<file path="config.mk">
export PLATFORM = sky130hd
export DESIGN_NAME = nbrm_datapath
export DESIGN_NICKNAME = d
export VERILOG_FILES = /design/src/rtl/nbrm_pkg.sv /design/src/rtl/nbrm_datapath.sv
export SDC_FILE = /design/constraint.sdc
export NUM_CORES = 2
export LEC_CHECK = 0
export BUFFER_PORTS_ARGS = -buffer_cell sky130_fd_sc_hd__buf_2
export CAP_MARGIN = 20
export CORE_MARGIN = 3
export CORE_UTILIZATION = 45
export CTS_BUF_LIST = sky130_fd_sc_hd__clkbuf_4 sky130_fd_sc_hd__clkbuf_8
export DETAILED_ROUTE_END_ITERATION = 8
export HOLD_SLACK_MARGIN = 0.03
export SETUP_SLACK_MARGIN = 0.3
export SLEW_MARGIN = 20
export SYNTH_ARGS = -nofsm -noshare
export SYNTH_HDL_FRONTEND = slang
export SYNTH_SLANG_ARGS = --single-unit
</file>
<file path="constraint.sdc">
create_clock -name clk -period 8.1 [get_ports clk]
set_input_delay 1.215 -clock clk [delete_from_list [all_inputs] [get_ports clk]]
set_output_delay 1.215 -clock clk [all_outputs]
set_load 0.01 [all_outputs]
</file>
<file path="src/rtl/nbrm_pkg.sv">
// Shared types and constants for the non-blank block rectangle merger.
// Holds the beat payload structs, register indexes and controller/datapath links.
// No dependencies.
package nbrm_pkg;

  localparam int MAX_COLUMNS_DEF = 64;

  localparam int CFG_IDX_W  = 3;
  localparam int CFG_DATA_W = 14;

  localparam logic [CFG_IDX_W-1:0] CFG_BLOCK_WIDTH  = 3'd0;
  localparam logic [CFG_IDX_W-1:0] CFG_BLOCK_HEIGHT = 3'd1;
  localparam logic [CFG_IDX_W-1:0] CFG_WINDOW_ROWS  = 3'd2;
  localparam logic [CFG_IDX_W-1:0] CFG_COLUMNS      = 3'd3;
  localparam logic [CFG_IDX_W-1:0] CFG_LINE_BYTES   = 3'd4;

  typedef struct packed {
    logic operation;
    logic block_nonblank;
    logic row_end;
  } in_t;

  typedef struct packed {
    logic [16:0] rect_x_pixels;
    logic [15:0] rect_y_line;
    logic [16:0] rect_width_pixels;
    logic [15:0] rect_height_lines;
    logic        last_of_run;
  } out_t;

  typedef logic [2:0] scan_op_t;
  localparam scan_op_t SCAN_HOLD   = 3'd0;
  localparam scan_op_t SCAN_ZERO   = 3'd1;
  localparam scan_op_t SCAN_INC    = 3'd2;
  localparam scan_op_t SCAN_DEC    = 3'd3;
  localparam scan_op_t SCAN_RUN    = 3'd4;
  localparam scan_op_t SCAN_RUN_M1 = 3'd5;

  typedef struct packed {
    logic     accept;
    scan_op_t scan_op;
    logic     rows_inc;
    logic     retire_done;
    logic     run_update;
    logic     rd_en;
    logic     rd_at_run;
    logic     extend;
    logic     open;
    logic     emit_stage1;
    logic     emit_stage2;
    logic     push;
    logic     finish;
    logic     page_clear;
  } cmd_t;

  typedef struct packed {
    logic flush_op;
    logic retire_due;
    logic add_needed;
    logic start_at_scan;
    logic split_at_run;
    logic extend_ok;
    logic scan_end;
    logic scan_past_end;
    logic retire_hit;
    logic out_free;
    logic pend_valid;
  } status_t;

endpackage

</file>
<file path="src/rtl/nbrm_datapath.sv">
// Page state, rectangle store and output staging for the rectangle merger.
// Uses nbrm_pkg for payload, command and status types.
module nbrm_datapath #(
  parameter int MAX_COLUMNS = nbrm_pkg::MAX_COLUMNS_DEF
) (
  input  logic                              clk,
  input  logic                              rst,
  input  logic                              cfg_write,
  input  logic [nbrm_pkg::CFG_IDX_W-1:0]    cfg_index,
  input  logic [nbrm_pkg::CFG_DATA_W-1:0]   cfg_data,
  input  nbrm_pkg::in_t                     in_data,
  output nbrm_pkg::out_t                    out_data,
  output logic                              out_valid,
  input  logic                              out_ready,
  input  nbrm_pkg::cmd_t                    cmd,
  output nbrm_pkg::status_t                 status
);

  localparam int COL_W  = $clog2(MAX_COLUMNS);
  localparam int SCAN_W = COL_W + 1;
  localparam int XW     = (COL_W + 9 > 14) ? COL_W + 9 : 14;

  typedef struct packed {
    logic [COL_W-1:0] right;
    logic [15:0]      top;
    logic [15:0]      bottom;
  } rect_t;

  // configuration
  logic [7:0]  bw, bh, win;
  logic [6:0]  cols;
  logic [13:0] lb;

  always_ff @(posedge clk) begin
    if (rst) begin
      bw   <= 8'd1;
      bh   <= 8'd1;
      win  <= 8'd1;
      cols <= 7'd64;
      lb   <= 14'd64;
    end else if (cfg_write) begin
      case (cfg_index)
        nbrm_pkg::CFG_BLOCK_WIDTH:  bw   <= cfg_data[7:0];
        nbrm_pkg::CFG_BLOCK_HEIGHT: bh   <= cfg_data[7:0];
        nbrm_pkg::CFG_WINDOW_ROWS:  win  <= cfg_data[7:0];
        nbrm_pkg::CFG_COLUMNS:      cols <= cfg_data[6:0];
        nbrm_pkg::CFG_LINE_BYTES:   lb   <= cfg_data[13:0];
        default: ;
      endcase
    end
  end

  logic [7:0] bw_eff, bh_eff, win_eff, cols_eff;
  assign bw_eff  = (bw == 8'd0) ? 8'd1 : bw;
  assign bh_eff  = (bh == 8'd0) ? 8'd1 : bh;
  assign win_eff = (win == 8'd0) ? 8'd1 : win;
  always_comb begin
    cols_eff = {1'b0, cols};
    if (cols == 7'd0) cols_eff = 8'd1;
    if ({1'b0, cols} > 8'(MAX_COLUMNS)) cols_eff = 8'(MAX_COLUMNS);
  end

  // page state
  nbrm_pkg::in_t      in_q;
  logic [COL_W-1:0]   cur_col, run_s, ar_s, ar_e;
  logic               run_active;
  logic [15:0]        cur_row, oldest;
  logic [7:0]         rows_held;
  logic [SCAN_W-1:0]  scan;
  logic [MAX_COLUMNS-1:0] own, start;
  logic               is_end;

  assign is_end = in_q.row_end || (8'(cur_col) + 8'd1 >= cols_eff);

  always_ff @(posedge clk) begin
    if (cmd.accept) in_q <= in_data;
  end

  always_ff @(posedge clk) begin
    if (rst || cmd.page_clear) begin
      run_active <= 1'b0;
      run_s      <= '0;
      cur_col    <= '0;
      cur_row    <= '0;
      oldest     <= '0;
      rows_held  <= '0;
    end else begin
      if (cmd.retire_done) oldest <= oldest + 16'd1;
      if (cmd.rows_inc && cur_col == '0 && rows_held != 8'hFF)
        rows_held <= rows_held + 8'd1;
      if (cmd.run_update) begin
        ar_s <= run_active ? run_s : cur_col;
        ar_e <= in_q.block_nonblank ? cur_col : cur_col - COL_W'(1);
        if (in_q.block_nonblank) begin
          if (!run_active) begin
            run_active <= 1'b1;
            run_s      <= cur_col;
          end
        end else begin
          run_active <= 1'b0;
        end
        if (is_end) run_active <= 1'b0;
      end
      if (cmd.finish && !in_q.operation) begin
        if (is_end) begin
          cur_col <= '0;
          cur_row <= cur_row + 16'd1;
        end else begin
          cur_col <= cur_col + COL_W'(1);
        end
      end
    end
  end

  always_ff @(posedge clk) begin
    unique case (cmd.scan_op)
      nbrm_pkg::SCAN_ZERO:   scan <= '0;
      nbrm_pkg::SCAN_INC:    scan <= scan + SCAN_W'(1);
      nbrm_pkg::SCAN_DEC:    scan <= scan - SCAN_W'(1);
      nbrm_pkg::SCAN_RUN:    scan <= {1'b0, ar_s};
      nbrm_pkg::SCAN_RUN_M1: scan <= {1'b0, ar_s - COL_W'(1)};
      default:               scan <= scan;
    endcase
  end

  // rectangle store, indexed by left column
  rect_t            mem [MAX_COLUMNS];
  rect_t            rd_q;
  logic [COL_W-1:0] rd_addr, rd_addr_d;

  assign rd_addr_d = cmd.rd_at_run ? ar_s : scan[COL_W-1:0];

  always_ff @(posedge clk) begin
    if (cmd.open) begin
      mem[ar_s] <= '{right: ar_e, top: cur_row, bottom: cur_row};
    end else if (cmd.extend) begin
      mem[ar_s] <= '{right: rd_q.right, top: rd_q.top, bottom: cur_row};
    end
    if (cmd.rd_en) begin
      rd_q    <= mem[rd_addr_d];
      rd_addr <= rd_addr_d;
    end
  end

  // column ownership: intervals stay disjoint, start marks each left edge
  always_ff @(posedge clk) begin
    if (rst || cmd.page_clear) begin
      own   <= '0;
      start <= '0;
    end else begin
      for (int c = 0; c < MAX_COLUMNS; c++) begin
        if (cmd.emit_stage1 && COL_W'(c) >= rd_addr && COL_W'(c) <= rd_q.right)
          own[c] <= 1'b0;
        if (cmd.emit_stage1 && COL_W'(c) == rd_addr)
          start[c] <= 1'b0;
        if (cmd.open && COL_W'(c) >= ar_s && COL_W'(c) <= ar_e)
          own[c] <= 1'b1;
        if (cmd.open && COL_W'(c) == ar_s)
          start[c] <= 1'b1;
      end
    end
  end

  // emit pipeline: products, then clip and saturate
  logic [XW-1:0] x0_q, xe_q;
  logic [23:0]   y_q;
  logic [24:0]   h_q;
  logic [15:0]   row_diff;
  logic [16:0]   span;
  nbrm_pkg::out_t res_q;

  // row difference wraps at 16 bits before the +1
  assign row_diff = rd_q.bottom - rd_q.top;
  assign span     = {1'b0, row_diff} + 17'd1;

  always_ff @(posedge clk) begin
    if (cmd.emit_stage1) begin
      x0_q <= XW'(rd_addr) * XW'(bw_eff);
      xe_q <= (XW'(rd_q.right) + XW'(1)) * XW'(bw_eff);
      y_q  <= rd_q.top * bh_eff;
      h_q  <= span * bh_eff;
    end
  end

  logic [XW-1:0] xe_clip, xe_fix;
  always_comb begin
    xe_clip = (xe_q > XW'(lb)) ? XW'(lb) : xe_q;
    xe_fix  = (xe_clip <= x0_q) ? x0_q + XW'(1) : xe_clip;
  end

  always_ff @(posedge clk) begin
    if (cmd.emit_stage2) begin
      res_q.rect_x_pixels     <= 17'({x0_q, 3'b000});
      res_q.rect_width_pixels <= 17'({xe_fix - x0_q, 3'b000});
      res_q.rect_y_line       <= (|y_q[23:16]) ? 16'hFFFF : y_q[15:0];
      res_q.rect_height_lines <= (|h_q[24:16]) ? 16'hFFFF : h_q[15:0];
      res_q.last_of_run       <= 1'b0;
    end
  end

  // one result held back so the final beat of an item can carry last_of_run
  nbrm_pkg::out_t pend, pend_last;
  logic           pend_valid;

  always_comb begin
    pend_last             = pend;
    pend_last.last_of_run = 1'b1;
  end

  always_ff @(posedge clk) begin
    if (rst) begin
      out_valid  <= 1'b0;
      pend_valid <= 1'b0;
    end else begin
      if (cmd.push) begin
        if (pend_valid) out_data <= pend;
        out_valid  <= pend_valid || (out_valid && !out_ready);
        pend       <= res_q;
        pend_valid <= 1'b1;
      end else if (cmd.finish && pend_valid) begin
        out_data   <= pend_last;
        out_valid  <= 1'b1;
        pend_valid <= 1'b0;
      end else if (out_valid && out_ready) begin
        out_valid <= 1'b0;
      end
    end
  end

  logic [15:0] age;
  assign age = oldest - rd_q.top;

  always_comb begin
    status.flush_op      = in_q.operation;
    status.retire_due    = (cur_col == '0) && (rows_held >= win_eff);
    status.add_needed    = (!in_q.block_nonblank && run_active) ||
                           (in_q.block_nonblank && is_end);
    status.start_at_scan = start[scan[COL_W-1:0]];
    status.split_at_run  = own[ar_s] && !start[ar_s];
    status.extend_ok     = start[ar_s] && (rd_q.bottom == cur_row - 16'd1) &&
                           (rd_q.right == ar_e);
    status.scan_end      = (scan == SCAN_W'(MAX_COLUMNS));
    status.scan_past_end = (scan > {1'b0, ar_e});
    status.retire_hit    = !age[15];
    status.out_free      = !out_valid || out_ready;
    status.pend_valid    = pend_valid;
  end

endmodule

</file>
# Yosys cells after proc, flatten, opt, wreduce, memory -nomap -nowiden
# Memory sizes are Yosys's and may differ from the RTL's. A register that Yosys moved wholly into a read port is not among the register bits.
# Cells that the tools add are included.
# word_totals
ff_bits,521
n_memories,1
word_cells,1441
input_bits,40
ramBits,2432
output_inout_bits,79
# op_classes
bitwise,3
n_eq_ne,140
n_mux,290
n_lt_le_gt_ge,264
reduce_logical,558
addsub,16
n_mul,4
# mem_list
memory,depth,width,rd,rd_clocked_by_memory_dff,write_ports,line_no,rtl
mem,64,38,1,1,1,nbrm_datapath.sv:127,rect_t mem [MAX_COLUMNS];
# op_table
op,count
$logic_and A1 B1 Y1,396
$eq A6 B6 Y1 const A,64
$ge A6 B6 Y1 const A,64
$le A6 B6 Y1 const A,64
$mux W1,271
$reduce_bool A2 Y1,129
$mux W67,3
$eq A5 B6 Y1 const A,32
$ge A5 B6 Y1 const A,32
$le A5 B6 Y1 const A,32
$eq A4 B6 Y1 const A,16
$ge A4 B6 Y1 const A,16
$le A4 B6 Y1 const A,16
$eq A3 B6 Y1 const A,8
$ge A3 B6 Y1 const A,8
$le A3 B6 Y1 const A,8
$mux W38,1
$pmux W7 S5,1
$add A16 B1 Y16 const B,2
$mux W8,4
$sub A16 B16 Y16,2
$mul A17 B8 Y25,1
$eq A2 B6 Y1 const A,4
$ge A1 B6 Y1 const A,4
other kinds (51),97

# Depth between registers and ports, before layout
# logic_depth
word_depth,7
mapped_depth,31
depth_no_buf,29

# Worst setup path after synthesis
# Ideal clock, no wire load.
# synth_timing
kind,register to register
startpoint,"register, netlist name rd_q[16]"
endpoint,register h_q[22] (data pin)
setup_ns,0.258
synth_period_minus_slack_ns,7.085
path_buffers,0
required_ns,7.842
path_slack_ns,1.015
stages_incl_launch_ff,26
arrival_time_ns,6.827
cell_sequence,edfxtp_1 ha_1 fa_1 nand2b_1 a211oi_2 o21ai_0 xnor2_1 nand3_1 xnor2_1 nand2_1 fa_1 inv_1 fa_1 fa_1 inv_1 fa_1 inv_1 ha_1 and3_1 and3_1 a221o_1 a41oi_1 a21oi_1 a21o_1 a21oi_1 xnor2_1
# synth_between
elab_chain_cells,3
# synth_rtl
item,line_no,rtl
$sub A16 B16 Y16,nbrm_datapath.sv:173,assign row_diff = rd_q.bottom - rd_q.top;
$add A16 B1 Y17,nbrm_datapath.sv:174,"assign span = {1'b0, row_diff} + 17'd1;"
$mul A17 B8 Y25,nbrm_datapath.sv:181,h_q <= span * bh_eff;
end signal: assignment,nbrm_datapath.sv:181,
end: declaration,nbrm_datapath.sv:167,logic [24:0] h_q;
# No other way between the ends.
# A chain may end at the register's enable or synchronous reset.

# Worst setup path after layout
# layout_timing
startpoint,"register, netlist name rd_q[17]"
endpoint,register h_q[22] (data pin)
# layout_between
elab_chain_cells,3
# layout_rtl
item,line_no
$sub A16 B16 Y16,nbrm_datapath.sv:173
$add A16 B1 Y17,nbrm_datapath.sv:174
$mul A17 B8 Y25,nbrm_datapath.sv:181
# No other way between the ends.

==> metrics.txt <==
PortBufs 112; P&R area growth vs syn 11.0%; Max Cap Viol 0; Starting Density 45.4%; VDD IR-drop max 0.141 mV; RSZ-0062 raised after global routing false; Die Y 554 um; largest cells by area after synthesis edfxtp_1 61%, nand2_1 8.3%, a311oi_1 3.9%; Synth area leader edfxtp_1; actual slew at the worst max-slew pin 1170 ps; Tmin final 7470 ps; # setup viols final 0; nets 11886; CP Class reg2reg; synth warn 0; Die X 554 um; layout cell share with drive strength beyond 1 11.6%; Final Total Pwr 34.2 mW; final hold violations 0; clk slew on worst S/H paths 60 ps; cell with the most instances after synthesis nand2_1; Max FO, Critical Path 10; CTS max path bufs 4; CTS tree done; io pins 119; CTS buffer count 476; grt ovf 0; Core ar. 0.298 mm^2; GRT Util Overall 26.7%; Syn Inst Count 11276; Core Util, Final 50.4%; post-layout instance count excluding filler cells 15692; Fmax 0.134 GHz; Critical Path Sink Type register; most frequent cells after synthesis 2973 x nand2_1, 2757 x edfxtp_1, 734 x nand3_1; Seq/Total Area, Yosys 64.7%; leakage 53.4 nW; pin count of the biggest net entering global routing 152; Skew-Pair Late Insertion Delay 1150 ps; Post-synth EDFFs 2757; Period Utilization, post-route 92.3%; Hold Crit Depth 1; Post-Route WL 420000 um; Fin Clk Skew 144 ps; Yosys top cell area share 61.3%; crit path DAT 8260 ps; hold_buf cts 0; final count of pins violating max slew 0; worst rel slew slack 22.0%; # placed instances 14818; DRC Markers 0; initial antenna violation count 16; number of global-route vias before repair 91201; outcome finished, final reports clean; Cell Rows 200; CTS root buf clkbuf_8; register bit total from synthesis 2985; Avg WL per Cell 26.8 um; Cell Area, Synth 0.135 mm^2; Critical Path Start Type register; DR vias/cell 5.93; vias 93028; die area 0.307 mm^2; Hold Path Class in2reg; RePlAce Congestion 0.949; Async SR Flop Fraction 0%; DRT antenna net count 0; WP data required 8890 ps; drt first pass iters 9; cell count of the worst reg-to-reg path 25; Starting DRT DRC Count 10252; first-pass GRT wire length 613000 um; Setup TNS 0 ps; post-synth cell types 84; most used flip-flop cell after synthesis edfxtp_1; mean area per synthesized cell 12.0 um^2; Cell Pwr Density 228 mW/mm^2; hpwl dp 240000 um; H-tree depth 5; CTS sink cnt 2985
## cells in the final DEF (no fill, tap or decap), types with 17 or more instances in the layout
master,n
nor4_1,24
clkinv_1,130
buf_12,33
edfxtp_1,2757
mux2_2,41
or3_1,53
a311oi_1,598
o21ai_0,270
and2_1,173
dfxtp_2,17
buf_4,213
nand2b_1,45
xnor2_1,132
ha_1,257
or2_2,53
nor3_1,38
o211ai_1,29
nand3_1,734
nand4_1,26
a21o_1,46
a21oi_1,345
nor2_4,63
mux2i_1,30
buf_2,111
dfxtp_1,211
mux4_2,43
fa_1,231
nor2_1,245
clkbuf_8,486
clkbuf_4,156
xor2_1,52
inv_1,348
o311a_1,40
nand2_1,2973
clkinv_2,59
and3_1,325
nor2b_1,74
## per-layer routing
metal	up-vias	wire [um]	global-route usage (%)
met1	46882	172000	36.1
met4	4	18500	11.3
met3	866	33400	3.93
met5	-	24	0
met2	4273	196000	43.3
li1	41003	-	-
## flip-flops by register name, indices dropped and copies added (netlist names), 16 cells and up
name and count:
cur_row 16, h_q 25, mem 2432, oldest 16
out_data 61, own 64, pend 60, rd_q 38
res_q 60, start 64, y_q 24
## power by group
part,switching (mW),internal (mW),leakage (nW)
Clock,6.11,6.62,4.94
Sequential,0.103,17.1,25.1
Combinational,2.95,1.32,23.3
## worst paths after layout
kind / from / end / slack (ps)
setup / recovery: rd_q[17] / h_q[22] / 630
hold / removal: in_data[2] / status[10] / 350
setup reg to reg: rd_q[17] / h_q[22] / 630
hold reg to reg: pend[12] / out_data[12] / 410
## logic make-up (layout without fill, tap and decap cells)
group | Yosys count | after routing | synth area share, %
AOI/OAI and AO/OA | 1502 | 1502 | 7.90
muxes | 121 | 121 | 1.34
DFF | 2985 | 2985 | 64.7
buffers and inverters | 1115 | 1579 | 3.18
adders and majority gates | 488 | 488 | 5.80
xor gates and xnor gates | 191 | 191 | 1.27
other | 1 | 14 | 0.00278
and+or+nand+nor | 4873 | 4873 | 15.9
## worst max-delay path: stages (launching register included)
cell      delay, ps
edfxtp_1        560
inv_1           140
ha_1            300
nand2b_1        100
a21oi_1         130
o211a_1         270
o21a_1          260
or4_4           450
a32oi_4         370
nor2_1          160
xor2_4          360
nor2b_1         110
fa_1            520
fa_1            440
fa_1            540
inv_1            50
fa_1            530
inv_1            40
ha_1            370
and3_1          200
a221o_1         350
a41oi_1         350
a21oi_1         160
a21o_1          220
a21oi_1         170
xnor2_1          80
## metrics by stage
step	instance area [um^2]	hold WS [ps]	setup slack, ps
after floorplan	135000	400	1020
after detailed placement	141000	405	463
after CTS	150000	222	525
final	150000	351	627
after global routing	150000	286	307
after global placement	141000	401	529
## timing repair
item,CTS,global route
setup endpoints to repair,0,4
endpoints found under the hold margin,0,0
setup buffers,0,1
gates resized for setup,0,8
## final cells by class
| cell class | instances | area (um^2) |
|---|---|---|
| fillers | 25919 | 148000 |
| flip-flops and latches | 2985 | 87400 |
| multi-input cells | 7181 | 44200 |
| clock buffers | 642 | 7860 |
| well taps | 3939 | 4930 |
| repair buffers | 357 | 2820 |
| clock inverters | 223 | 1460 |
| inverters | 357 | 1370 |
| diodes | 8 | 20.0 |
Note: power is estimated with default switching activity, not from simulation.
