File: config.mk
export PLATFORM = sky130hd
export DESIGN_NAME = nbrm_ctrl
export DESIGN_NICKNAME = d
export VERILOG_FILES = /design/src/rtl/nbrm_pkg.sv /design/src/rtl/nbrm_ctrl.sv
export SDC_FILE = /design/constraint.sdc
export NUM_CORES = 1
export LEC_CHECK = 0
export BUFFER_PORTS_ARGS = -buffer_cell sky130_fd_sc_hd__buf_2
export CAP_MARGIN = 20
export CORE_MARGIN = 2
export CORE_UTILIZATION = 50
export CTS_BUF_LIST = sky130_fd_sc_hd__clkbuf_4 sky130_fd_sc_hd__clkbuf_8
export DETAILED_ROUTE_END_ITERATION = 8
export HOLD_SLACK_MARGIN = 0.12
export PLACE_DENSITY_LB_ADDON = 0.2
export SETUP_SLACK_MARGIN = 0.02
export SYNTH_ARGS = -nofsm -noshare
export SYNTH_HDL_FRONTEND = slang
export SYNTH_SLANG_ARGS = --single-unit
File: constraint.sdc
create_clock -name clk -period 1.9 [get_ports clk]
set_input_delay 0 -clock clk [delete_from_list [all_inputs] [get_ports clk]]
set_output_delay 0 -clock clk [all_outputs]
set_load 0.02 [all_outputs]
File: src/rtl/nbrm_pkg.sv
// Shared types and constants for the non-blank block rectangle merger.
// Holds the beat payload structs, register indexes and controller/datapath links.
// No dependencies.
package nbrm_pkg;

  localparam int MAX_COLUMNS_DEF = 64;

  localparam int CFG_IDX_W  = 3;
  localparam int CFG_DATA_W = 14;

  localparam logic [CFG_IDX_W-1:0] CFG_BLOCK_WIDTH  = 3'd0;
  localparam logic [CFG_IDX_W-1:0] CFG_BLOCK_HEIGHT = 3'd1;
  localparam logic [CFG_IDX_W-1:0] CFG_WINDOW_ROWS  = 3'd2;
  localparam logic [CFG_IDX_W-1:0] CFG_COLUMNS      = 3'd3;
  localparam logic [CFG_IDX_W-1:0] CFG_LINE_BYTES   = 3'd4;

  typedef struct packed {
    logic operation;
    logic block_nonblank;
    logic row_end;
  } in_t;

  typedef struct packed {
    logic [16:0] rect_x_pixels;
    logic [15:0] rect_y_line;
    logic [16:0] rect_width_pixels;
    logic [15:0] rect_height_lines;
    logic        last_of_run;
  } out_t;

  typedef logic [2:0] scan_op_t;
  localparam scan_op_t SCAN_HOLD   = 3'd0;
  localparam scan_op_t SCAN_ZERO   = 3'd1;
  localparam scan_op_t SCAN_INC    = 3'd2;
  localparam scan_op_t SCAN_DEC    = 3'd3;
  localparam scan_op_t SCAN_RUN    = 3'd4;
  localparam scan_op_t SCAN_RUN_M1 = 3'd5;

  typedef struct packed {
    logic     accept;
    scan_op_t scan_op;
    logic     rows_inc;
    logic     retire_done;
    logic     run_update;
    logic     rd_en;
    logic     rd_at_run;
    logic     extend;
    logic     open;
    logic     emit_stage1;
    logic     emit_stage2;
    logic     push;
    logic     finish;
    logic     page_clear;
  } cmd_t;

  typedef struct packed {
    logic flush_op;
    logic retire_due;
    logic add_needed;
    logic start_at_scan;
    logic split_at_run;
    logic extend_ok;
    logic scan_end;
    logic scan_past_end;
    logic retire_hit;
    logic out_free;
    logic pend_valid;
  } status_t;

endpackage

File: src/rtl/nbrm_ctrl.sv
// Sequencing state machine for the rectangle merger.
// Drives nbrm_datapath through nbrm_pkg::cmd_t and reads nbrm_pkg::status_t.
module nbrm_ctrl (
  input  logic              clk,
  input  logic              rst,
  input  logic              in_valid,
  output logic              in_ready,
  input  nbrm_pkg::status_t status,
  output nbrm_pkg::cmd_t    cmd
);

  localparam logic [3:0] S_IDLE  = 4'd0;
  localparam logic [3:0] S_CHECK = 4'd1;
  localparam logic [3:0] S_RT    = 4'd2;
  localparam logic [3:0] S_RTCHK = 4'd3;
  localparam logic [3:0] S_RUN   = 4'd4;
  localparam logic [3:0] S_ARRD  = 4'd5;
  localparam logic [3:0] S_ARCHK = 4'd6;
  localparam logic [3:0] S_DN    = 4'd7;
  localparam logic [3:0] S_UP    = 4'd8;
  localparam logic [3:0] S_FL    = 4'd9;
  localparam logic [3:0] S_E1    = 4'd10;
  localparam logic [3:0] S_E2    = 4'd11;
  localparam logic [3:0] S_PUSH  = 4'd12;
  localparam logic [3:0] S_FIN   = 4'd13;

  localparam logic [1:0] R_RT      = 2'd0;
  localparam logic [1:0] R_FL      = 2'd1;
  localparam logic [1:0] R_UP      = 2'd2;
  localparam logic [1:0] R_UPSTART = 2'd3;

  logic [3:0] state, state_next;
  logic [1:0] ret, ret_next;

  always_ff @(posedge clk) begin
    if (rst) begin
      state <= S_IDLE;
      ret   <= R_RT;
    end else begin
      state <= state_next;
      ret   <= ret_next;
    end
  end

  always_comb begin
    state_next = state;
    ret_next   = ret;
    cmd        = '0;
    cmd.scan_op = nbrm_pkg::SCAN_HOLD;
    in_ready   = 1'b0;
    unique case (state)
      S_IDLE: begin
        in_ready = 1'b1;
        if (in_valid) begin
          cmd.accept = 1'b1;
          state_next = S_CHECK;
        end
      end
      S_CHECK: begin
        if (status.flush_op) begin
          cmd.scan_op = nbrm_pkg::SCAN_ZERO;
          state_next  = S_FL;
        end else if (status.retire_due) begin
          cmd.scan_op = nbrm_pkg::SCAN_ZERO;
          state_next  = S_RT;
        end else begin
          cmd.rows_inc = 1'b1;
          state_next   = S_RUN;
        end
      end
      S_RT: begin
        if (status.scan_end) begin
          cmd.retire_done = 1'b1;
          state_next      = S_RUN;
        end else if (status.start_at_scan) begin
          cmd.rd_en  = 1'b1;
          state_next = S_RTCHK;
        end else begin
          cmd.scan_op = nbrm_pkg::SCAN_INC;
        end
      end
      S_RTCHK: begin
        if (status.retire_hit) begin
          ret_next   = R_RT;
          state_next = S_E1;
        end else begin
          cmd.scan_op = nbrm_pkg::SCAN_INC;
          state_next  = S_RT;
        end
      end
      S_RUN: begin
        cmd.run_update = 1'b1;
        state_next = status.add_needed ? S_ARRD : S_FIN;
      end
      S_ARRD: begin
        cmd.rd_en     = 1'b1;
        cmd.rd_at_run = 1'b1;
        state_next    = S_ARCHK;
      end
      S_ARCHK: begin
        if (status.extend_ok) begin
          cmd.extend = 1'b1;
          state_next = S_FIN;
        end else if (status.split_at_run) begin
          cmd.scan_op = nbrm_pkg::SCAN_RUN_M1;
          state_next  = S_DN;
        end else begin
          cmd.scan_op = nbrm_pkg::SCAN_RUN;
          state_next  = S_UP;
        end
      end
      S_DN: begin
        if (status.start_at_scan) begin
          cmd.rd_en  = 1'b1;
          ret_next   = R_UPSTART;
          state_next = S_E1;
        end else begin
          cmd.scan_op = nbrm_pkg::SCAN_DEC;
        end
      end
      S_UP: begin
        if (status.scan_past_end) begin
          cmd.open   = 1'b1;
          state_next = S_FIN;
        end else if (status.start_at_scan) begin
          cmd.rd_en  = 1'b1;
          ret_next   = R_UP;
          state_next = S_E1;
        end else begin
          cmd.scan_op = nbrm_pkg::SCAN_INC;
        end
      end
      S_FL: begin
        if (status.scan_end) begin
          cmd.page_clear = 1'b1;
          state_next     = S_FIN;
        end else if (status.start_at_scan) begin
          cmd.rd_en  = 1'b1;
          ret_next   = R_FL;
          state_next = S_E1;
        end else begin
          cmd.scan_op = nbrm_pkg::SCAN_INC;
        end
      end
      S_E1: begin
        cmd.emit_stage1 = 1'b1;
        state_next      = S_E2;
      end
      S_E2: begin
        cmd.emit_stage2 = 1'b1;
        state_next      = S_PUSH;
      end
      S_PUSH: begin
        if (status.out_free) begin
          cmd.push = 1'b1;
          unique case (ret)
            R_RT: begin
              cmd.scan_op = nbrm_pkg::SCAN_INC;
              state_next  = S_RT;
            end
            R_FL: begin
              cmd.scan_op = nbrm_pkg::SCAN_INC;
              state_next  = S_FL;
            end
            R_UP: begin
              cmd.scan_op = nbrm_pkg::SCAN_INC;
              state_next  = S_UP;
            end
            default: begin
              cmd.scan_op = nbrm_pkg::SCAN_RUN;
              state_next  = S_UP;
            end
          endcase
        end
      end
      S_FIN: begin
        if (status.out_free || !status.pend_valid) begin
          cmd.finish = 1'b1;
          state_next = S_IDLE;
        end
      end
      default: begin
        state_next = S_IDLE;
      end
    endcase
  end

endmodule

# == Word level (Yosys, flattened, before mapping) ==
# Cells that the tools add are included.
# Widths: inputs -> output; s select.
# totals
regBits,6
in_bits,14
out_inout_bits,17
wordCells,96
# op_classes
eq_ne,25
muxes,60
n_reduce_logical,9
# ops
operator,n
$pmux 4 s14,1
$mux 4,13
$mux 1,27
$eq 4x4->1 const B,6
$pmux 3 s7,1
$mux 2,10
$ne 2x2->1 const B,9
$eq 4x3->1 const B,4
$mux 3,5
$eq 4x2->1 const B,2
$pmux 2 s4,1
$pmux 4 s2,1
$reduce_and 7->1,1
$eq 4x1->1 const B,1
$logic_not 4->1,1
$pmux 1 s4,1
$reduce_and 4->1,1
$reduce_bool 4->1,1
$ne 3x3->1 const B,1
$reduce_or 3->1,1
$eq 2x1->1 const B,1
$eq 2x2->1 const B,1
$logic_not 2->1,1
$reduce_or 2->1,1
other kinds (2),2

# == Longest topological paths before layout ==
# Gate-level depths: netlist of run 1.
# logic_depth
depth_word,5
ltp_mapped,6
ltp_nobuf,4

# == Worst setup path after synthesis of run 1 ==
# Ideal clock, no wire load.
# synth_timing
kind,reg2reg
start,register state[3]
end,register state[3]
arrival_ns,1.628
required_time_ns,1.772
setup_slack_ns,0.144
stages_incl_launch_ff,6
n_path_buf,1
period_less_slack_ns,1.756
cell_sequence,dfxtp_1 -> buf_4 -> nor4_1 -> o2bb2ai_1 -> or4_4 -> o2bb2ai_2
# synth_via
elab_chain_len,3
word_cells_on_any_way,23
cone_classes,17 x eq/ne; 4 x mux; 2 x reduce/logical
# synth_rtl
element,line,source
from (decl),nbrm_ctrl.sv:32,"logic [3:0] state, state_next;"
from (signal assigned),nbrm_ctrl.sv:40,state <= state_next;
"$eq 4x2->1, or another cell as far along",nbrm_ctrl.sv:51,unique case (state)
"$ne 3x3->1 (no line), or another cell as far along",--,
$reduce_and 4->1 (no line) or $pmux 4 s14 (tied branches),--,
# Parallel ways exist; a longest one is shown, timed or not.
# A chain may end at the register's enable or synchronous reset.

==> results of run 1 <==
[layer usage]
layer,up-vias,GRT usage
met5,-,0
met4,0,0.06111
met3,8,0.07692
met2,66,0.5027
met1,516,0.3281
li1,559,-
[worst paths after layout]
path,from,slack [ps],endpoint,cells after the start
hold reg to reg,ret[0],660,ret[0],3
hold / removal,status[4],160,state[1],3
setup reg to reg,state[1],220,ret[0],5
setup / recovery,state[1],120,cmd[13],7
[sequential cells by signal (all words and copies together), names as in the netlist]
register  cells
ret           2
state         4
[cell type report]
class                           instances  area, um^2
Fill cell                             163       548.0
Tap cell                               25       31.28
Clock buffer                            3       22.52
Inverter                                9       33.78
Multi-Input combinational cell        103       724.4
Timing Repair Buffer                   43       262.8
Sequential cell                         6       122.6
[cells in the final DEF, fill, tap and decap left out, types with 2 or more instances in the layout]
master	count
a211oi_1	2
a21oi_1	6
a311oi_1	2
a31o_2	2
a31oi_1	2
buf_2	30
buf_4	11
clkbuf_4	3
dfxtp_1	4
dfxtp_2	2
inv_1	8
mux2i_1	2
nand2_1	4
nand2b_1	8
nand3_1	2
nand3b_1	2
nor2_1	15
nor2b_1	5
nor3_1	8
nor4_1	2
nor4_2	2
nor4bb_1	2
o21ai_0	3
o21ai_1	2
o2bb2ai_1	3
[critical path: cells and delay by family, from the launching register on]
family	cells	cell delay, ps
AO/OA/AOI/OAI	3	410
buffers and inverters	3	490
flip-flops	1	570
AND/OR/NAND/NOR	1	60
[timing repair]
item / in CTS / in global routing
gates resized for setup: 1 / 2
hold buffers: 1 / 0
endpoints found under the hold margin: 3 / 0
endpoints found under the setup margin: 2 / 7
[metrics by stage]
stage | instance area (um^2) | setup WS [ps] | utilization | instances
final | 1197 | 120.0 | 0.6860 | 189
after global routing | 1197 | 31.50 | 0.6860 | 189
after CTS | 1190 | 25.52 | 0.6817 | 189
after detailed placement | 1156 | 102.2 | 0.6624 | 185
after global placement | 1156 | 148.2 | 0.6624 | 185
after floorplan | 935.9 | 144.1 | - | 125
[power breakdown]
group          total, mW  internal (mW)  switching, mW
clock network      0.114         0.0713         0.0432
registers          0.301          0.172          0.129
logic               1.10          0.497          0.602
total               1.51          0.740          0.774
[kinds of logic after synthesis]
logic type,synth area share
AO/OA/AOI/OAI,0.3209
buffers and inverters,0.1043
flip-flops,0.1283
multiplexers,0.02139
AND/OR/NAND/NOR,0.4251
==> flow_metrics.env, run 1 <==
export IMPL_async_flop_share=0
export IMPL_ys_types=53
export IMPL_status="finished, final reports clean"
export IMPL_ys_seq_elements=6
export IMPL_grt_max_degree=23
export IMPL_clockBufferDepth=2
export IMPL_syn_area_per_cell_um2=7.487
export IMPL_row_count=15
export IMPL_critPathArrivalTime_ps=1780
export IMPL_fp_dieH_um=47.27
export IMPL_hold_viol=0
export IMPL_wl_per_cell_um=15.13
export IMPL_htreeDepth=1
export IMPL_grt_usage=0.2802
export IMPL_critPathMaxFanout=11
export IMPL_fmax_ghz=0.5618
export IMPL_start_kind="flop"
export IMPL_synth_area_leader_cell="dfxtp_1"
export IMPL_io_pins=31
export IMPL_wl_met3_um=215
export IMPL_drc_errors=0
export IMPL_fin_crit_sh=0.9369
export IMPL_worst_hold_slack_ps=155.4
export IMPL_top_layer_used="met4"
export IMPL_wl_met2_um=1393
export IMPL_synthFlopType="dfxtp_1"
export IMPL_grt_pass1_wl_um=4478
export IMPL_antenna_left=0
export IMPL_max_cap_violations=0
export IMPL_tightest_slew_ps=493.2
export IMPL_slew_headroom=0.6687
export IMPL_nNetsFinal=180
export IMPL_area_delta_synth_final_pct=27.94
export IMPL_core_mm2=0.001745
export IMPL_netlist_area_um2=935.9
export IMPL_path_cells="buf_12 > nor2b_1 > buf_4 > a32o_1 > a21oi_1 > o21ai_1 > buf_2"
export IMPL_clk_latency_ps=240
export IMPL_synth_edf_count=0
export IMPL_power_total_mw=1.514
export IMPL_finClkSkew_ps=4.063
export IMPL_synth_nets=139
export IMPL_worstSetupEndpointType="output pin"
export IMPL_clkTransAtPathRegs_ps=50
export IMPL_n_antenna_cell=0
export IMPL_yosys_top_cells_count="nor2_1 (15), inv_1 (8), nand2b_1 (8), nor3_1 (8)"
export IMPL_critPathSlowestCell="dfxtp_1"
export IMPL_port_buffers=30
export IMPL_postCtsSetupBuffers=0
export IMPL_via_per_inst=6.079
export IMPL_layout_drive_gt1_share=0.3780
export IMPL_die_width_um=47.27
export IMPL_yosysWarnings=0
export IMPL_wl_met1_um=1175
export IMPL_powerDensity_mw_per_mm2=1265
export IMPL_vdd_ir_drop_worst_uv=647.1
export IMPL_grt_pass1_vias=1035
export IMPL_synth_cells=125
export IMPL_min_path_type="in2reg"
export IMPL_cts_tree="built"
export IMPL_fin_tns_setup_ps=0
export IMPL_start_util=0.5362
export IMPL_rsz0062_at_grt="false"
export IMPL_antenna_found_initial=0
export IMPL_synth_top_area_share=0.1283
export IMPL_crit_type="reg2out"
export IMPL_fp_dieArea_mm2=0.002234
export IMPL_yosysMostFrequentCell="nor2_1"
export IMPL_clock_sinks=6
export IMPL_required_ps=1900
export IMPL_firstDrtPassIters=4
export IMPL_dp_hpwl_um=2227
export IMPL_setup_viol=0
export IMPL_synthTopCellsByArea="dfxtp_1 (13%), nor2_1 (6.0%), nand2b_1 (5.3%)"
export IMPL_p_leak_nw=0.5172
export IMPL_drt_total_wl_um=2859
export IMPL_grt_overflow=0
export IMPL_seq_area_frac_synth=0.1283
export IMPL_fin_crit_ps=1780
export IMPL_gp_congestion=0.9625
export IMPL_via_count=1149
export IMPL_cpPeakStageDelay_ps=570
export IMPL_cts_root_buf="clkbuf_4"
export IMPL_cts_buffers=3
export IMPL_timing_final_max_slew_violations=0
export IMPL_drt_initial_drc_count=53
Note: power is estimated with default switching activity, not from simulation.
==> run 2: changes to the inputs <==
--- a/config.mk
+++ b/config.mk
@@ -5,11 +5,13 @@
 export SDC_FILE = /design/constraint.sdc
 export NUM_CORES = 1
 export LEC_CHECK = 0
-export BUFFER_PORTS_ARGS = -buffer_cell sky130_fd_sc_hd__buf_2
+export ABC_AREA = 1
+export BUFFER_PORTS_ARGS = -buffer_cell sky130_fd_sc_hd__buf_4
 export CAP_MARGIN = 20
 export CORE_MARGIN = 2
 export CORE_UTILIZATION = 50
 export CTS_BUF_LIST = sky130_fd_sc_hd__clkbuf_4 sky130_fd_sc_hd__clkbuf_8
+export CTS_CLUSTER_DIAMETER = 30
 export DETAILED_ROUTE_END_ITERATION = 8
 export HOLD_SLACK_MARGIN = 0.12
 export PLACE_DENSITY_LB_ADDON = 0.2
==> run 2 against run 1 <==
Against the previous run:
- critical path depth unchanged
- global-route usage increased by 0.94 points
- design area decreased by 10%
- clock-buffer cell count unchanged
- first-iteration DRC count decreased by 13%
- critical endpoint unchanged
- highest routed layer unchanged
==> flow_metrics.env, run 2 <==
export IMPL_cts_hold_buf=2
export IMPL_drt_total_wl_um=2489
export IMPL_min_path_type="in2reg"
export IMPL_rr_worst_depth=9
export IMPL_fin_crit_ps=1690
export IMPL_final_cell_mix="nand2_1 (49), nor2_1 (35), buf_4 (30), inv_1 (26), nand3_1 (9)"
export IMPL_worst_path_buf_inv=2
export IMPL_reg_top3="state x4, ret x2"
export IMPL_htreeDepth=1
export IMPL_status="finished, final reports clean"
export IMPL_grt_usage=0.2896
export IMPL_synth_top_area_share=0.2337
export IMPL_port_buffers=30
export IMPL_cts_buffers=3
export IMPL_synthFlopType="dfxtp_1"
export IMPL_ys_seq_elements=6
export IMPL_seq_area_um2=120.1
export IMPL_row_count=14
export IMPL_cp_top_family="simple AND/OR/NAND/NOR gates"
export IMPL_antenna_found_initial=0
export IMPL_nFillCells=148
export IMPL_synth_cells=159
export IMPL_r2r_start="state[0]"
export IMPL_crit_type="reg2out"
export IMPL_setup_ws_ps=210.1
export IMPL_regToRegSetupSlack_ps=350
export IMPL_seq_area_frac_synth=0.1526
export IMPL_drt_initial_drc_count=46
export IMPL_synth_nets=173
export IMPL_grt_pass1_wl_um=4140
export IMPL_rsz0062_at_grt="false"
export IMPL_clock_sinks=6
export IMPL_critPathMaxFanout=5
export IMPL_cp_endpoint="cmd[13]"
export IMPL_via_count=1105
export IMPL_slew_headroom=0.7640
export IMPL_antenna_left=0
export IMPL_start_kind="flop"
export IMPL_grt_pass1_vias=964
export IMPL_crit_path_start="state[0]"
export IMPL_die_width_um=43.68
export IMPL_fin_tns_setup_ps=0
export IMPL_timing_final_max_slew_violations=0
export IMPL_fmax_ghz=0.5918
export IMPL_finClkSkew_ps=6.718
export IMPL_io_pins=31
export IMPL_layout_drive_gt1_share=0.2423
export IMPL_start_util=0.5286
export IMPL_p_leak_nw=0.6681
export IMPL_vdd_ir_drop_worst_uv=854.0
export IMPL_fin_crit_sh=0.8894
export IMPL_max_cap_violations=0
export IMPL_setup_viol=0
export IMPL_power_switching_mw=0.6897
export IMPL_p_sw_frac=0.5543
export IMPL_cp_num_cells=7
export IMPL_grt_overflow=0
export IMPL_synthTopCellsByArea="nand2_1 (23%), nor2_1 (17%), dfxtp_1 (15%)"
export IMPL_powerDensity_mw_per_mm2=1158
export IMPL_synth_area_leader_cell="nand2_1"
export IMPL_cpPeakStageDelay_ps=390
export IMPL_path_cells="inv_1 > nor2_1 > nand3_1 > nand2_1 > nor3_1 > o211ai_1 > buf_4"
export IMPL_synth_fa_ha_area_frac=0
export IMPL_multiInputGateArea_um2=550.5
export IMPL_cts_resized=0
export IMPL_timing_rr_end="ret[1]"
export IMPL_nNetsFinal=210
export IMPL_hold_viol=0
export IMPL_yosysWarnings=0
export IMPL_syn_area_per_cell_um2=4.950
export IMPL_largest_reg_flops=4
export IMPL_fp_dieArea_mm2=0.001908
export IMPL_yosys_top_cells_count="nand2_1 (49), nor2_1 (35), inv_1 (26), nand3_1 (9), dfxtp_1 (6)"
export IMPL_netlist_area_um2=787.0
export IMPL_synth_compound_area_frac=0.1049
export IMPL_critPathArrivalTime_ps=1690
export IMPL_critPathSlowestCell="dfxtp_1"
export IMPL_cts_tree="built"
export IMPL_comb_power_share=0.707
export IMPL_synth_area_mux_share=0
export IMPL_synth_top_family_by_area="simple AND/OR/NAND/NOR gates"
export IMPL_dp_hpwl_um=2058
export IMPL_tightest_slew_ps=352.7
export IMPL_post_place_ws_ps=434.2
export IMPL_clk_latency_ps=240
export IMPL_gp_congestion=1.023
export IMPL_fp_dieH_um=43.68
export IMPL_cts_root_buf="clkbuf_4"
export IMPL_wl_per_cell_um=11.85
export IMPL_required_ps=1900
export IMPL_firstDrtPassIters=4
export IMPL_clkTransAtPathRegs_ps=50
export IMPL_synth_edf_count=0
export IMPL_core_mm2=0.001489
export IMPL_postCtsSetupBuffers=0
export IMPL_top_register="state"
export IMPL_drc_errors=0
export IMPL_synth_xor_area_share=0
export IMPL_p_clk_frac=0.094
export IMPL_ys_types=22
export IMPL_area_delta_synth_final_pct=36.57
export IMPL_via_per_inst=5.262
export IMPL_synth_simple_area_share=0.5946
export IMPL_p_int_mw=0.5545
export IMPL_clockBufferDepth=2
export IMPL_grt_max_degree=8
export IMPL_async_flop_share=0
export IMPL_n_antenna_cell=0
export IMPL_seq_power_share=0.200
export IMPL_worstSetupEndpointType="output pin"
export IMPL_yosysMostFrequentCell="nand2_1"
export IMPL_layout_commonest_cell="nand2_1"
[run 2: worst min path at each step]
stage	start	to	slack [ps]	depth (start not counted)
after detailed placement	rst	state[1]	190	2
after CTS	status[7]	state[1]	120	4
after global placement	rst	state[0]	190	2
after floorplan	rst	state[0]	70	1
after global routing	status[7]	state[1]	140	4
final	status[7]	state[1]	130	4
[run 2: through the flow]
stage	hold WS (ps)	utilization	cells	cell area (um^2)	power [mW]
floorplan	69.07	-	159	787.0	0.8303
global placement	188.6	0.6933	205	1032	1.099
detailed placement	194.0	0.6933	205	1032	1.110
CTS	120.7	0.7218	210	1075	1.236
global route	143.2	0.7218	210	1075	1.351
finish	132.8	0.7218	210	1075	1.244
[run 2: logic make-up after synthesis]
group,Yosys count
simple gates,109
buf+inv,31
flops,6
compound gates,13
[run 2: per-layer routing]
metal  part of all wire  vias up  track usage
met5                  0        -            0
met4              0.026        0       0.1152
met3               0.11        8      0.06250
met2               0.47       66       0.4735
met1               0.39      468       0.3680
li1                   -      563            -
[run 2: final cells by class]
type                            instances  share of cell area
Tap cell                               16             0.01863
Inverter                               31              0.1083
Timing Repair Buffer                   32              0.2282
Sequential cell                         6              0.1118
Multi-Input combinational cell        122              0.5122
Clock buffer                            3             0.02095
[run 2: power groups by stage]
stage	clock (mW)	sequential, mW	combinational (mW)
after global placement	0	0.248	0.852
after global routing	0.126	0.257	0.968
after CTS	0.119	0.248	0.869
after floorplan	0	0.234	0.596
final	0.116	0.249	0.879
after detailed placement	0	0.251	0.859
[run 2: tightest hold or removal path, cell delays in order]
cell	delay, ps
buf_4	110
inv_1	60
nand2_1	90
a21oi_1	70
==> run 3: changes to the inputs <==
--- a/config.mk
+++ b/config.mk
@@ -9,10 +9,11 @@
 export BUFFER_PORTS_ARGS = -buffer_cell sky130_fd_sc_hd__buf_4
 export CAP_MARGIN = 20
 export CORE_MARGIN = 2
-export CORE_UTILIZATION = 50
+export CORE_UTILIZATION = 48
 export CTS_BUF_LIST = sky130_fd_sc_hd__clkbuf_4 sky130_fd_sc_hd__clkbuf_8
 export CTS_CLUSTER_DIAMETER = 30
 export DETAILED_ROUTE_END_ITERATION = 8
+export GPL_ROUTABILITY_DRIVEN = 0
 export HOLD_SLACK_MARGIN = 0.12
 export PLACE_DENSITY_LB_ADDON = 0.2
 export SETUP_SLACK_MARGIN = 0.02
==> run 3 against run 2 <==
Against the previous run:
- total power down 0.40%
- final cell count up 0.48%
- maximum frequency down 4.6%
- sequential share of layout area down 0.10 points
- die area up 3.8%
- core utilization down 1.0 points
- critical path depth unchanged
- via count up 3.5%
- design area up 0.93%
- clock skew up 3.6 ps
- clock power about the same
- flip-flop and latch count unchanged
- critical endpoint unchanged
- largest cell class unchanged
==> flow_metrics.env, run 3 (synthesis gave the netlist of run 2 again) <==
export IMPL_crit_type="reg2out"
export IMPL_tightest_slew_ps=378.6
export IMPL_grt_pass1_wl_um=4029
export IMPL_powerDensity_mw_per_mm2=1142
export IMPL_start_kind="flop"
export IMPL_max_cap_violations=0
export IMPL_clockBufferDepth=2
export IMPL_min_path_type="in2reg"
export IMPL_via_count=1144
export IMPL_grt_overflow=0
export IMPL_timing_rr_end="ret[0]"
export IMPL_status="finished, final reports clean"
export IMPL_timing_final_max_slew_violations=0
export IMPL_wl_per_cell_um=12.03
export IMPL_power_total_mw=1.239
export IMPL_power_switching_mw=0.6833
export IMPL_required_ps=1900
export IMPL_cts_buffers=3
export IMPL_p_int_mw=0.5558
export IMPL_area_delta_synth_final_pct=37.84
export IMPL_top_register="state"
export IMPL_largest_reg_flops=4
export IMPL_rr_worst_depth=9
export IMPL_p_sw_frac=0.5514
export IMPL_layout_commonest_cell="nand2_1"
export IMPL_fin_crit_sh=0.9327
export IMPL_postCtsSetupBuffers=0
export IMPL_drt_initial_drc_count=44
export IMPL_cts_tree="built"
export IMPL_start_util=0.5164
export IMPL_fp_dieH_um=44.49
export IMPL_placed_area_mm2=0.001032
export IMPL_die_width_um=44.49
export IMPL_grt_max_degree=8
export IMPL_clkTransAtPathRegs_ps=50
export IMPL_p_clk_frac=0.096
export IMPL_critPathMaxFanout=5
export IMPL_finClkSkew_ps=10.33
export IMPL_row_count=14
export IMPL_layout_drive_gt1_share=0.2410
export IMPL_grt_usage=0.2723
export IMPL_fp_dieArea_mm2=0.001979
export IMPL_worstSetupEndpointType="output pin"
export IMPL_io_pins=31
export IMPL_reg_top3="state x4, ret x2"
export IMPL_clk_latency_ps=250
export IMPL_antenna_left=0
export IMPL_fin_crit_ps=1772
export IMPL_nNetsFinal=211
export IMPL_antenna_found_initial=0
export IMPL_rsz0062_at_grt="false"
export IMPL_via_per_inst=5.422
export IMPL_setup_viol=0
export IMPL_drt_total_wl_um=2538
export IMPL_comb_power_share=0.704
export IMPL_design_area_mm2=0.001085
export IMPL_r2r_start="state[0]"
export IMPL_seq_power_share=0.200
export IMPL_min_delay_start="status[1]"
export IMPL_dp_hpwl_um=2028
export IMPL_p_leak_nw=0.6722
export IMPL_slew_headroom=0.7457
export IMPL_htreeDepth=1
export IMPL_critPathArrivalTime_ps=1770
export IMPL_final_cell_mix="nand2_1 (49), nor2_1 (35), buf_4 (30), inv_1 (26), nand3_1 (9)"
export IMPL_port_buffers=30
export IMPL_core_mm2=0.001524
export IMPL_worstHoldEndpoint="state[3]"
export IMPL_nFillCells=152
export IMPL_cts_root_buf="clkbuf_4"
export IMPL_vdd_ir_drop_worst_uv=712.5
export IMPL_grt_pass1_vias=1005
export IMPL_regToRegSetupSlack_ps=300
export IMPL_clock_sinks=6
export IMPL_fin_tns_setup_ps=0
export IMPL_fmax_ghz=0.5643
export IMPL_hold_viol=0
export IMPL_drc_errors=0
export IMPL_n_antenna_cell=0
export IMPL_firstDrtPassIters=4
export IMPL_whs_path_depth=4
[run 3: cell types whose count changed in the layout (fill, tap and decap cells not counted), sizes merged]
cell         change
dlygate4sd3      +1
[run 3: power groups by stage]
stage	clock network (mW)	registers, mW	logic (mW)
after global placement	0	0.243	0.839
after global routing	0.125	0.255	0.954
after detailed placement	0	0.248	0.848
after floorplan	0	0.234	0.596
after CTS	0.120	0.245	0.857
final	0.119	0.247	0.872
[run 3: through the flow]
stage / setup WS, ps / hold slack, ps / utilization / std cells
floorplan: 394.7 / 69.07 / - / 159
global placement: 462.7 / 187.3 / 0.6773 / 205
detailed placement: 423.1 / 186.6 / 0.6773 / 205
CTS: 223.6 / 177.5 / 0.7118 / 211
global route: 106.4 / 234.5 / 0.7118 / 211
finish: 127.8 / 178.5 / 0.7118 / 211
[run 3: how the worst max path moves through the flow]
stage / start / end / slack (ps) / cells past startpoint
2_1_floorplan: state[0] / ret[1] / 390 / 9
3_3_place_gp: state[0] / ret[1] / 460 / 9
3_5_place_dp: state[0] / ret[0] / 420 / 9
4_1_cts: state[0] / cmd[13] / 220 / 7
5_1_grt: state[0] / cmd[13] / 110 / 7
6_report: state[0] / cmd[13] / 130 / 7
[run 3: repair_timing]
item | 4_1_cts | 5_1_grt
gates resized for setup | 0 | 0
endpoints found under the setup margin | 0 | 0
endpoints found under the hold margin | 6 | 0
hold buffers | 3 | 0
[run 3: routing by layer]
layer,track usage,up-vias,part of all wire
li1,-,564,-
met1,0.3219,480,0.39
met2,0.4464,86,0.47
met3,0.08163,14,0.11
met4,0.1273,0,0.026
met5,0,-,0
[run 3: final cells by class]
cell class | count | area, um^2 | share of cell area
Sequential cell | 6 | 120.1 | 0.1107
Tap cell | 16 | 20.02 | 0.01845
Multi-Input combinational cell | 122 | 550.5 | 0.5075
Timing Repair Buffer | 33 | 255.2 | 0.2353
Inverter | 31 | 116.4 | 0.1073
Clock buffer | 3 | 22.52 | 0.02076
[run 3: worst max-delay path, stage by stage, from the launching register on]
cell and delay [ps]:
dfxtp_1 410, inv_1 130, nor2_1 290, nand3_1 130, nand2_1 140, nor3_1 90
o211ai_1 170, buf_4 170
